`config.mk`:
```
export PLATFORM = sky130hd
export DESIGN_NAME = touch_gesture_detector
export DESIGN_NICKNAME = d
export VERILOG_FILES = /design/src/hw/rtl/tgd_pkg.sv /design/src/hw/rtl/tgd_core.sv /design/src/hw/rtl/tgd_out_fifo.sv /design/src/hw/rtl/touch_gesture_detector.sv
export SDC_FILE = /design/constraint.sdc
export NUM_CORES = 1
export LEC_CHECK = 0
export ABC_AREA = 1
export BUFFER_PORTS_ARGS = -buffer_cell sky130_fd_sc_hd__buf_4
export CELL_PAD_IN_SITES_DETAIL_PLACEMENT = 2
export CELL_PAD_IN_SITES_GLOBAL_PLACEMENT = 2
export CORE_MARGIN = 4
export CORE_UTILIZATION = 41
export CTS_BUF_LIST = sky130_fd_sc_hd__clkbuf_8
export DETAILED_ROUTE_END_ITERATION = 10
export PLACE_DENSITY_LB_ADDON = 0.1
export SYNTH_ARGS = -nofsm -noshare
export SYNTH_HDL_FRONTEND = slang
export SYNTH_HIERARCHICAL = 1
export SYNTH_SLANG_ARGS = --single-unit
```
`constraint.sdc`:
```
create_clock -name clock -period 17.79 [get_ports clock]
set_input_delay 0.8895 -clock clock [delete_from_list [all_inputs] [get_ports clock]]
set_output_delay 0.8895 -clock clock [all_outputs]
set_load 0.005 [all_outputs]
```
`src/hw/rtl/tgd_pkg.sv`:
```
// Shared types and constants for the touch gesture detector.
// Used by tgd_core, tgd_out_fifo and touch_gesture_detector; depends on nothing.
package tgd_pkg;

   localparam int unsigned CsrIndexWidth = 3;
   localparam int unsigned CsrDataWidth  = 32;
   localparam int unsigned FifoDepth     = 4;
   localparam int unsigned FifoPtrWidth  = $clog2(FifoDepth);
   localparam int unsigned FifoCntWidth  = $clog2(FifoDepth + 1);

   // Configuration register indexes.
   localparam logic [CsrIndexWidth-1:0] CSR_THRESHOLD     = 3'd0;
   localparam logic [CsrIndexWidth-1:0] CSR_RISING        = 3'd1;
   localparam logic [CsrIndexWidth-1:0] CSR_TAP_WINDOW    = 3'd2;
   localparam logic [CsrIndexWidth-1:0] CSR_GAP_WINDOW    = 3'd3;
   localparam logic [CsrIndexWidth-1:0] CSR_LONG_PRESS    = 3'd4;
   localparam logic [CsrIndexWidth-1:0] CSR_REPEAT        = 3'd5;
   localparam logic [CsrIndexWidth-1:0] CSR_DEBOUNCE      = 3'd6;

   // Register values after reset.
   localparam logic [15:0] RST_THRESHOLD  = 16'd0;
   localparam logic        RST_RISING     = 1'b1;
   localparam logic [31:0] RST_TAP_WINDOW = 32'd300;
   localparam logic [31:0] RST_GAP_WINDOW = 32'd300;
   localparam logic [31:0] RST_LONG_PRESS = 32'd800;
   localparam logic [31:0] RST_REPEAT     = 32'd200;
   localparam logic [7:0]  RST_DEBOUNCE   = 8'd1;

   localparam logic [7:0]  TapMax         = 8'd255;

   typedef enum logic [2:0] {
      EV_SINGLE = 3'd0,
      EV_DOUBLE = 3'd1,
      EV_MULTI  = 3'd2,
      EV_LONG   = 3'd3,
      EV_REPEAT = 3'd4
   } event_type;

   typedef struct packed {
      logic [15:0] threshold;
      logic        rising;
      logic [31:0] tap_window_ms;
      logic [31:0] gap_window_ms;
      logic [31:0] long_press_ms;
      logic [31:0] repeat_interval_ms;
      logic [7:0]  debounce_limit;
   } cfg_type;

   typedef struct packed {
      event_type   event_code;
      logic [7:0]  tap_total;
      logic        last;
   } result_type;

endpackage

```
`src/hw/rtl/tgd_core.sv`:
```
// Debounce and gesture state for the touch gesture detector.
// Depends on tgd_pkg; instantiated by touch_gesture_detector.
module tgd_core
   import tgd_pkg::*;
(
   input  logic        clock,
   input  logic        reset,
   input  cfg_type     cfg,
   input  logic        fire,
   input  logic [15:0] sample,
   input  logic [31:0] now_ms,
   output logic [1:0]  res_count,
   output result_type  res0,
   output result_type  res1
);

   logic        stable_touch_ff, stable_touch_in;
   logic [7:0]  mismatch_count_ff, mismatch_count_in;
   logic        held_ff, held_in;
   logic [31:0] press_time_ff, press_time_in;
   logic        long_done_ff, long_done_in;
   logic [31:0] last_repeat_time_ff, last_repeat_time_in;
   logic [7:0]  pending_taps_ff, pending_taps_in;
   logic [31:0] release_time_ff, release_time_in;

   logic [7:0]  limit;
   logic        raw;
   logic [7:0]  mismatch_inc;
   logic [31:0] since_press, since_repeat, since_release;
   logic        long_hit, rep_hit, tap_hit;
   event_type   tap_code;

   always_comb begin
      limit        = (cfg.debounce_limit == 8'd0) ? 8'd1 : cfg.debounce_limit;
      raw          = cfg.rising ? (sample > cfg.threshold) : (sample < cfg.threshold);
      mismatch_inc = mismatch_count_ff + 8'd1;

      stable_touch_in   = stable_touch_ff;
      mismatch_count_in = 8'd0;
      if (raw != stable_touch_ff) begin
         if (mismatch_inc >= limit) begin
            stable_touch_in = raw;
         end else begin
            mismatch_count_in = mismatch_inc;
         end
      end

      since_press   = now_ms - press_time_ff;
      since_repeat  = now_ms - last_repeat_time_ff;
      since_release = now_ms - release_time_ff;

      held_in             = held_ff;
      press_time_in       = press_time_ff;
      long_done_in        = long_done_ff;
      last_repeat_time_in = last_repeat_time_ff;
      pending_taps_in     = pending_taps_ff;
      release_time_in     = release_time_ff;
      long_hit            = 1'b0;
      rep_hit             = 1'b0;
      tap_hit             = 1'b0;

      if (stable_touch_in && !held_ff) begin
         held_in             = 1'b1;
         press_time_in       = now_ms;
         long_done_in        = 1'b0;
         last_repeat_time_in = now_ms;
      end else if (stable_touch_in && held_ff) begin
         long_hit = !long_done_ff && (since_press >= cfg.long_press_ms);
         // Repeat may fire in the same step as the long press.
         rep_hit  = (long_done_ff || long_hit) && (since_repeat >= cfg.repeat_interval_ms);
         if (long_hit) begin
            long_done_in    = 1'b1;
            pending_taps_in = 8'd0;
         end
         if (rep_hit) begin
            last_repeat_time_in = now_ms;
         end
      end else if (!stable_touch_in && held_ff) begin
         held_in = 1'b0;
         if (!long_done_ff && (since_press < cfg.tap_window_ms)) begin
            if (pending_taps_ff != TapMax) begin
               pending_taps_in = pending_taps_ff + 8'd1;
            end
            release_time_in = now_ms;
         end
      end else begin
         tap_hit = (pending_taps_ff != 8'd0) && (since_release >= cfg.gap_window_ms);
         if (tap_hit) begin
            pending_taps_in = 8'd0;
         end
      end

      if (pending_taps_ff == 8'd1) begin
         tap_code = EV_SINGLE;
      end else if (pending_taps_ff == 8'd2) begin
         tap_code = EV_DOUBLE;
      end else begin
         tap_code = EV_MULTI;
      end

      res_count = {1'b0, long_hit} + {1'b0, rep_hit} + {1'b0, tap_hit};

      res0.event_code = tap_hit ? tap_code : (long_hit ? EV_LONG : EV_REPEAT);
      res0.tap_total  = (tap_hit && tap_code == EV_MULTI) ? pending_taps_ff : 8'd0;
      res0.last       = !(long_hit && rep_hit);

      res1.event_code = EV_REPEAT;
      res1.tap_total  = 8'd0;
      res1.last       = 1'b1;
   end

   always_ff @(posedge clock) begin
      if (reset) begin
         stable_touch_ff     <= 1'b0;
         mismatch_count_ff   <= 8'd0;
         held_ff             <= 1'b0;
         press_time_ff       <= 32'd0;
         long_done_ff        <= 1'b0;
         last_repeat_time_ff <= 32'd0;
         pending_taps_ff     <= 8'd0;
         release_time_ff     <= 32'd0;
      end else if (fire) begin
         stable_touch_ff     <= stable_touch_in;
         mismatch_count_ff   <= mismatch_count_in;
         held_ff             <= held_in;
         press_time_ff       <= press_time_in;
         long_done_ff        <= long_done_in;
         last_repeat_time_ff <= last_repeat_time_in;
         pending_taps_ff     <= pending_taps_in;
         release_time_ff     <= release_time_in;
      end
   end

endmodule

```
`src/hw/rtl/tgd_out_fifo.sv`:
```
// Small result queue for the touch gesture detector: takes up to two results
// a cycle and hands out one while rsp_stall is low. Depends on tgd_pkg.
module tgd_out_fifo
   import tgd_pkg::*;
(
   input  logic                    clock,
   input  logic                    reset,
   input  logic [1:0]              push_count,
   input  result_type              push0,
   input  result_type              push1,
   output logic                    room_for_two,
   output logic                    rsp_valid,
   input  logic                    rsp_stall,
   output result_type              head
);

   result_type               entry_ff [FifoDepth];
   logic [FifoPtrWidth-1:0]  wr_ptr_ff, wr_ptr_in;
   logic [FifoPtrWidth-1:0]  rd_ptr_ff, rd_ptr_in;
   logic [FifoCntWidth-1:0]  count_ff, count_in;
   logic [FifoPtrWidth-1:0]  wr_ptr_next;
   logic                     pop;

   always_comb begin
      pop          = (count_ff != '0) && !rsp_stall;
      wr_ptr_next  = wr_ptr_ff + FifoPtrWidth'(1);
      wr_ptr_in    = wr_ptr_ff + FifoPtrWidth'(push_count);
      rd_ptr_in    = rd_ptr_ff + FifoPtrWidth'(pop);
      count_in     = count_ff + FifoCntWidth'(push_count) - FifoCntWidth'(pop);
      room_for_two = count_ff <= FifoCntWidth'(FifoDepth - 2);
      rsp_valid    = count_ff != '0;
      head         = entry_ff[rd_ptr_ff];
   end

   always_ff @(posedge clock) begin
      if (reset) begin
         wr_ptr_ff <= '0;
         rd_ptr_ff <= '0;
         count_ff  <= '0;
      end else begin
         wr_ptr_ff <= wr_ptr_in;
         rd_ptr_ff <= rd_ptr_in;
         count_ff  <= count_in;
      end
   end

   always_ff @(posedge clock) begin
      if (push_count != 2'd0) begin
         entry_ff[wr_ptr_ff] <= push0;
      end
      if (push_count == 2'd2) begin
         entry_ff[wr_ptr_next] <= push1;
      end
   end

endmodule

```
`src/hw/rtl/touch_gesture_detector.sv`:
```
// Touch gesture detector, top level: one sample with its millisecond time
// stamp per request; it reports taps, long presses and repeats. A request is
// registered, worked by tgd_core, and its zero to two results go into a
// four-entry queue, so the block takes one request every cycle for as long
// as that queue holds two or fewer results; a result can appear once its
// request has passed the input register and been written into the queue.
// A request with two results (long press and repeat) fills two places, and
// the queue drains one per cycle while the result side does not stall, which
// sets the sustained rate. Depends on tgd_pkg, tgd_core and tgd_out_fifo.
module touch_gesture_detector
   import tgd_pkg::*;
(
   input  logic                     clock,
   input  logic                     reset,
   input  logic                     csr_write_enable,
   input  logic [CsrIndexWidth-1:0] csr_index,
   input  logic [CsrDataWidth-1:0]  csr_wdata,
   input  logic                     req_valid,
   output logic                     req_stall,
   input  logic [15:0]              req_sample,
   input  logic [31:0]              req_now_ms,
   output logic                     rsp_valid,
   input  logic                     rsp_stall,
   output logic [2:0]               rsp_event_code,
   output logic [7:0]               rsp_tap_total,
   output logic                     rsp_last
);

   cfg_type     cfg_ff;
   logic        in_valid_ff, in_valid_in;
   logic [15:0] sample_ff;
   logic [31:0] now_ms_ff;
   logic        fire, room_for_two, accept;
   logic [1:0]  res_count, push_count;
   result_type  res0, res1, head;

   always_ff @(posedge clock) begin
      if (reset) begin
         cfg_ff.threshold          <= RST_THRESHOLD;
         cfg_ff.rising             <= RST_RISING;
         cfg_ff.tap_window_ms      <= RST_TAP_WINDOW;
         cfg_ff.gap_window_ms      <= RST_GAP_WINDOW;
         cfg_ff.long_press_ms      <= RST_LONG_PRESS;
         cfg_ff.repeat_interval_ms <= RST_REPEAT;
         cfg_ff.debounce_limit     <= RST_DEBOUNCE;
      end else if (csr_write_enable) begin
         case (csr_index)
            CSR_THRESHOLD:  cfg_ff.threshold          <= csr_wdata[15:0];
            CSR_RISING:     cfg_ff.rising             <= csr_wdata[0];
            CSR_TAP_WINDOW: cfg_ff.tap_window_ms      <= csr_wdata;
            CSR_GAP_WINDOW: cfg_ff.gap_window_ms      <= csr_wdata;
            CSR_LONG_PRESS: cfg_ff.long_press_ms      <= csr_wdata;
            CSR_REPEAT:     cfg_ff.repeat_interval_ms <= csr_wdata;
            CSR_DEBOUNCE:   cfg_ff.debounce_limit     <= csr_wdata[7:0];
            default: begin
            end
         endcase
      end
   end

   // The held request is worked when the queue can take both possible results.
   always_comb begin
      fire        = in_valid_ff && room_for_two;
      req_stall   = in_valid_ff && !room_for_two;
      accept      = req_valid && !req_stall;
      in_valid_in = accept ? 1'b1 : (fire ? 1'b0 : in_valid_ff);
      push_count  = fire ? res_count : 2'd0;
   end

   always_ff @(posedge clock) begin
      if (reset) begin
         in_valid_ff <= 1'b0;
      end else begin
         in_valid_ff <= in_valid_in;
      end
   end

   always_ff @(posedge clock) begin
      if (accept) begin
         sample_ff <= req_sample;
         now_ms_ff <= req_now_ms;
      end
   end

   tgd_core u_core (
      .clock     (clock),
      .reset     (reset),
      .cfg       (cfg_ff),
      .fire      (fire),
      .sample    (sample_ff),
      .now_ms    (now_ms_ff),
      .res_count (res_count),
      .res0      (res0),
      .res1      (res1)
   );

   tgd_out_fifo u_out_fifo (
      .clock        (clock),
      .reset        (reset),
      .push_count   (push_count),
      .push0        (res0),
      .push1        (res1),
      .room_for_two (room_for_two),
      .rsp_valid    (rsp_valid),
      .rsp_stall    (rsp_stall),
      .head         (head)
   );

   assign rsp_event_code = head.event_code;
   assign rsp_tap_total  = head.tap_total;
   assign rsp_last       = head.last;

endmodule
```
==> key figures <==
STA
  • Maximum clock frequency: 129 MHz
  • Slew @ Worst Pin: about 1.2 ns
  • Final setup TNS: 0 ns
  • Slew margin rel.: about a fifth
  • Tmin final: ~7.7 ns
  • Clk_skew: 0.0426 ns
  • Finish-stage setup viols: 0
  • RSZ-0062 raised after global routing: no
  • Final period utilization: 43.5%
  • Final hold violations: 0
  • Fin. max-slew vios: 0

Clock network
  • Root Driver: clkbuf_8
  • CTS Sinks: around 370
  • Post_cts resized: 0
  • CTS tree: done
  • Postcts setup bufs: 0
  • Worst-path clk slew: 0.08 ns
  • Worst skew pair latency: about 0.67 ns
  • CTS buffer count: between 70 and 80
  • H-tree depth: 3
  • Max clock buf depth: 3
  • CTS Hold Bufs: 0

Yosys
  • Mapped Area: between 20000 and 25000 um2
  • Post-synthesis cell count: 3361
  • Post-synth top area share: between 20% and 30%
  • Top FF cell, synth: dfxtp_1
  • Avg Cell Area, Syn: between 7 and 8 um2
  • Post-synth EDFFs: 96
  • Netlist cell types: 60
  • Top cells by area, synth: dfxtp_1 (23%), ha_1 (13%), edfxtp_1 (12%), nand2_1 (9.3%), nor2_1 (7.3%)
  • Synth warn: 6
  • Area leader, netlist: dfxtp_1
  • Post-synth ARST share: 0%
  • Seq/Total Area, Yosys: between 30% and 40%
  • Seq cells post-synth: around 370

Global routing
  • Global-route wire length before repair: approximately 160000 um
  • Number of global-route vias before repair: ~27000
  • Initial antenna violation count: 3
  • GRT Residual Overflow: 0
  • Tot GR Track Use: 32.0%
  • Largest net degree at the start of global routing: 95

Hold path
  • Hold Startpoint: req_sample[0]
  • Min-Delay Endpoint: sample_ff[0]$_DFFE_PP_
  • Min-delay worst type: in2reg
  • Worst Hold Depth: 1

Pwr
  • Total power: 3.15 mW
  • Max IR drop VDD: about 68 uV
  • Leakage: between 10 and 15 nW
  • Pwr dens: between 100 and 150 nW/um2

Finish
  • Fin area: roughly 27000 um2
  • Finished Layout Cells: around 4300
  • Final net count: roughly 3800
  • Synth-to-Final Area Change: 11.4%
  • Utilization after layout: between 40% and 50%
  • Fillers: approximately 7000
  • Fraction of layout instances using a drive strength above 1: 9.68%

Placed design
  • Dpl cell area: about 26000 um2
  • GP Congestion: 0.944
  • DPL Wire Length: around 75000 um
  • Number of I/O port buffers: ~100
  • Placed Cells: approximately 4100

Worst setup path
  • CP max stage cell: o31ai_1
  • R2R setup slack: between 10 and 15 ns
  • Max Fanout on Critical Path: 7
  • Crit path launch type: flop
  • Crit path top cell by count: nand2_1
  • Setup CP Type: reg2reg
  • Max incr delay on CP: roughly 1 ns
  • Worst r2r src: now_ms_ff[18]$_DFFE_PP_
  • Type of destination of the critical path: flop
  • Worst endpoint data arrival time: around 8 ns
  • Crit-path cells: ha_1 -> nand2_1 -> nor4_1 -> nand2_1 -> o211ai_1 -> a21oi_1 -> xnor2_1 -> ha_1 -> a21oi_1 -> o21ai_0 -> nand2_1 -> nand2_1 -> a21oi_1 -> nand2_1 -> nand2_1 -> nor2_1 -> nand2_1 -> inv_1 -> fa_1 -> inv_1 -> nor2_1 -> nor2_1 -> o31ai_1 -> buf_4
  • R2R depth: 24
  • FF-to-FF End: u_out_fifo/entry_ff[0][11]$_DFFE_PP_
  • WP data required: between 15 and 20 ns

Routing
  • Post-DRT Antenna Nets: 0
  • Via density per instance: between 5 and 6
  • Vias: between 20000 and 25000
  • First drt pass iteration count: 5
  • Remaining DRCs: 0
  • WL final: slightly above 100000 um
  • Wirelength per Cell: about 24 um
  • Iteration-0 DRC Markers: 1257

Floorplanning
  • Die Y: around 250 um
  • # rows: 89
  • Initial Utilization: 41.4%
  • Area of the die: approximately 64000 um2
  • CORE AREA: about 59000 um2
  • I/O pin cnt: a little over 100
  • Die width: around 250 um

Outcome
  • Status: completed

Job
  • Max_cap viols: 0
[state kept, by name, indices dropped and copies added (netlist names), 3 cells and up]
register,count
cfg_ff,153
u_out_fifo/entry_ff,48
now_ms_ff,32
u_core/last_repeat_time_ff,32
u_core/press_time_ff,32
u_core/release_time_ff,32
sample_ff,16
u_core/mismatch_count_ff,8
u_core/pending_taps_ff,8
u_out_fifo/count_ff,3
[power by group]
part           internal (mW)  switching [mW]
Clock                  0.487           0.421
Sequential             0.931          0.0488
Combinational          0.421           0.845
[worst max-delay path by stage]
| stage | from | end |
|---|---|---|
| global route | now_ms_ff[0]$_DFFE_PP_ | u_out_fifo/entry_ff[0][9]$_DFFE_PP_ |
| floorplan | now_ms_ff[0]$_DFFE_PP_ | u_out_fifo/entry_ff[0][0]$_DFFE_PP_ |
| global placement | now_ms_ff[18]$_DFFE_PP_ | u_out_fifo/entry_ff[0][1]$_DFFE_PP_ |
| finish | now_ms_ff[18]$_DFFE_PP_ | u_out_fifo/entry_ff[0][11]$_DFFE_PP_ |
| CTS | now_ms_ff[18]$_DFFE_PP_ | u_out_fifo/entry_ff[0][11]$_DFFE_PP_ |
| detailed placement | now_ms_ff[18]$_DFFE_PP_ | u_out_fifo/entry_ff[0][2]$_DFFE_PP_ |
[Yosys cell counts, types with 12 or more instances]
master / number
nand2_1: 607
buf_2: 41
o21ai_1: 22
ha_1: 257
xnor2_1: 23
a21oi_2: 12
nand2_2: 27
o21ai_2: 35
a21oi_1: 268
inv_1: 471
edfxtp_1: 96
buf_4: 17
nor3_1: 21
a21o_1: 13
clkbuf_1: 35
buf_1: 16
o22ai_1: 12
nor2_1: 476
a31oi_1: 16
o21a_1: 14
dfxtp_1: 276
o21ai_0: 162
xor2_1: 73
nor4_1: 12
nand4_1: 23
nand3_1: 239
o21bai_1: 12
[metrics by stage]
| step | setup WS [ns] | hold WS, ns |
|---|---|---|
| 5_1_grt | 9.48 | 0.371 |
| 3_3_place_gp | 10.63 | 0.440 |
| 2_1_floorplan | 12.03 | 0.427 |
| 4_1_cts | 10.09 | 0.345 |
| 6_report | 10.05 | 0.390 |
| 3_5_place_dp | 10.29 | 0.450 |
[cell usage in the layout, fill, tap and decap left out, types with 73 or more instances in the layout]
| cell | count |
|---|---|
| o21ai_0 | 162 |
| inv_1 | 495 |
| edfxtp_1 | 96 |
| nand3_1 | 239 |
| clkbuf_8 | 93 |
| nand2_1 | 606 |
| nor2_1 | 472 |
| a21oi_1 | 268 |
| dfxtp_1 | 276 |
| ha_1 | 257 |
| xor2_1 | 73 |
| buf_4 | 118 |
[critical path, delay by kind of cell (launching register included)]
family,cells,cell delay [ns]
XOR/XNOR,1,0.40
buffers and inverters,3,0.55
AND/OR/NAND/NOR,11,2.13
flip-flops,1,0.56
adder cells (fa/ha/maj),3,1.46
AO/OA/AOI/OAI,6,2.29
[cell type report]
| class | count | area (um2) | area share (%) |
|---|---|---|---|
| repair buffers | 118 | 886 | 3.25 |
| inverters | 479 | 1800 | 6.61 |
| multi-input cells | 2399 | 13700 | 50.3 |
| clock buffers | 93 | 1280 | 4.69 |
| clock inverters | 41 | 223 | 0.816 |
| well taps | 773 | 967 | 3.55 |
| flip-flops and latches | 372 | 8410 | 30.8 |
| diodes | 1 | 2.50 | 0.00917 |
[routing by layer]
layer,vias up,track usage [%],wire length [um]
met3,265,4.25,3800
met1,12000,37.6,42600
met2,509,56.9,51100
met5,-,0,7
met4,2,16.7,6050
li1,11100,-,-
[cell families (layout without fill, tap and decap cells)]
group / after synthesis / count (layout) / share of synthesized area, %
AOI/OAI and AO/OA: 599 / 599 / 14.0
xor gates and xnor gates: 96 / 96 / 3.43
adders and majority gates: 262 / 262 / 13.5
buffers and inverters: 600 / 731 / 10.1
DFF: 372 / 372 / 34.3
other: 2 / 13 / 0.0307
and+or+nand+nor: 1430 / 1430 / 24.6
Power figures use the tool's default switching activity.
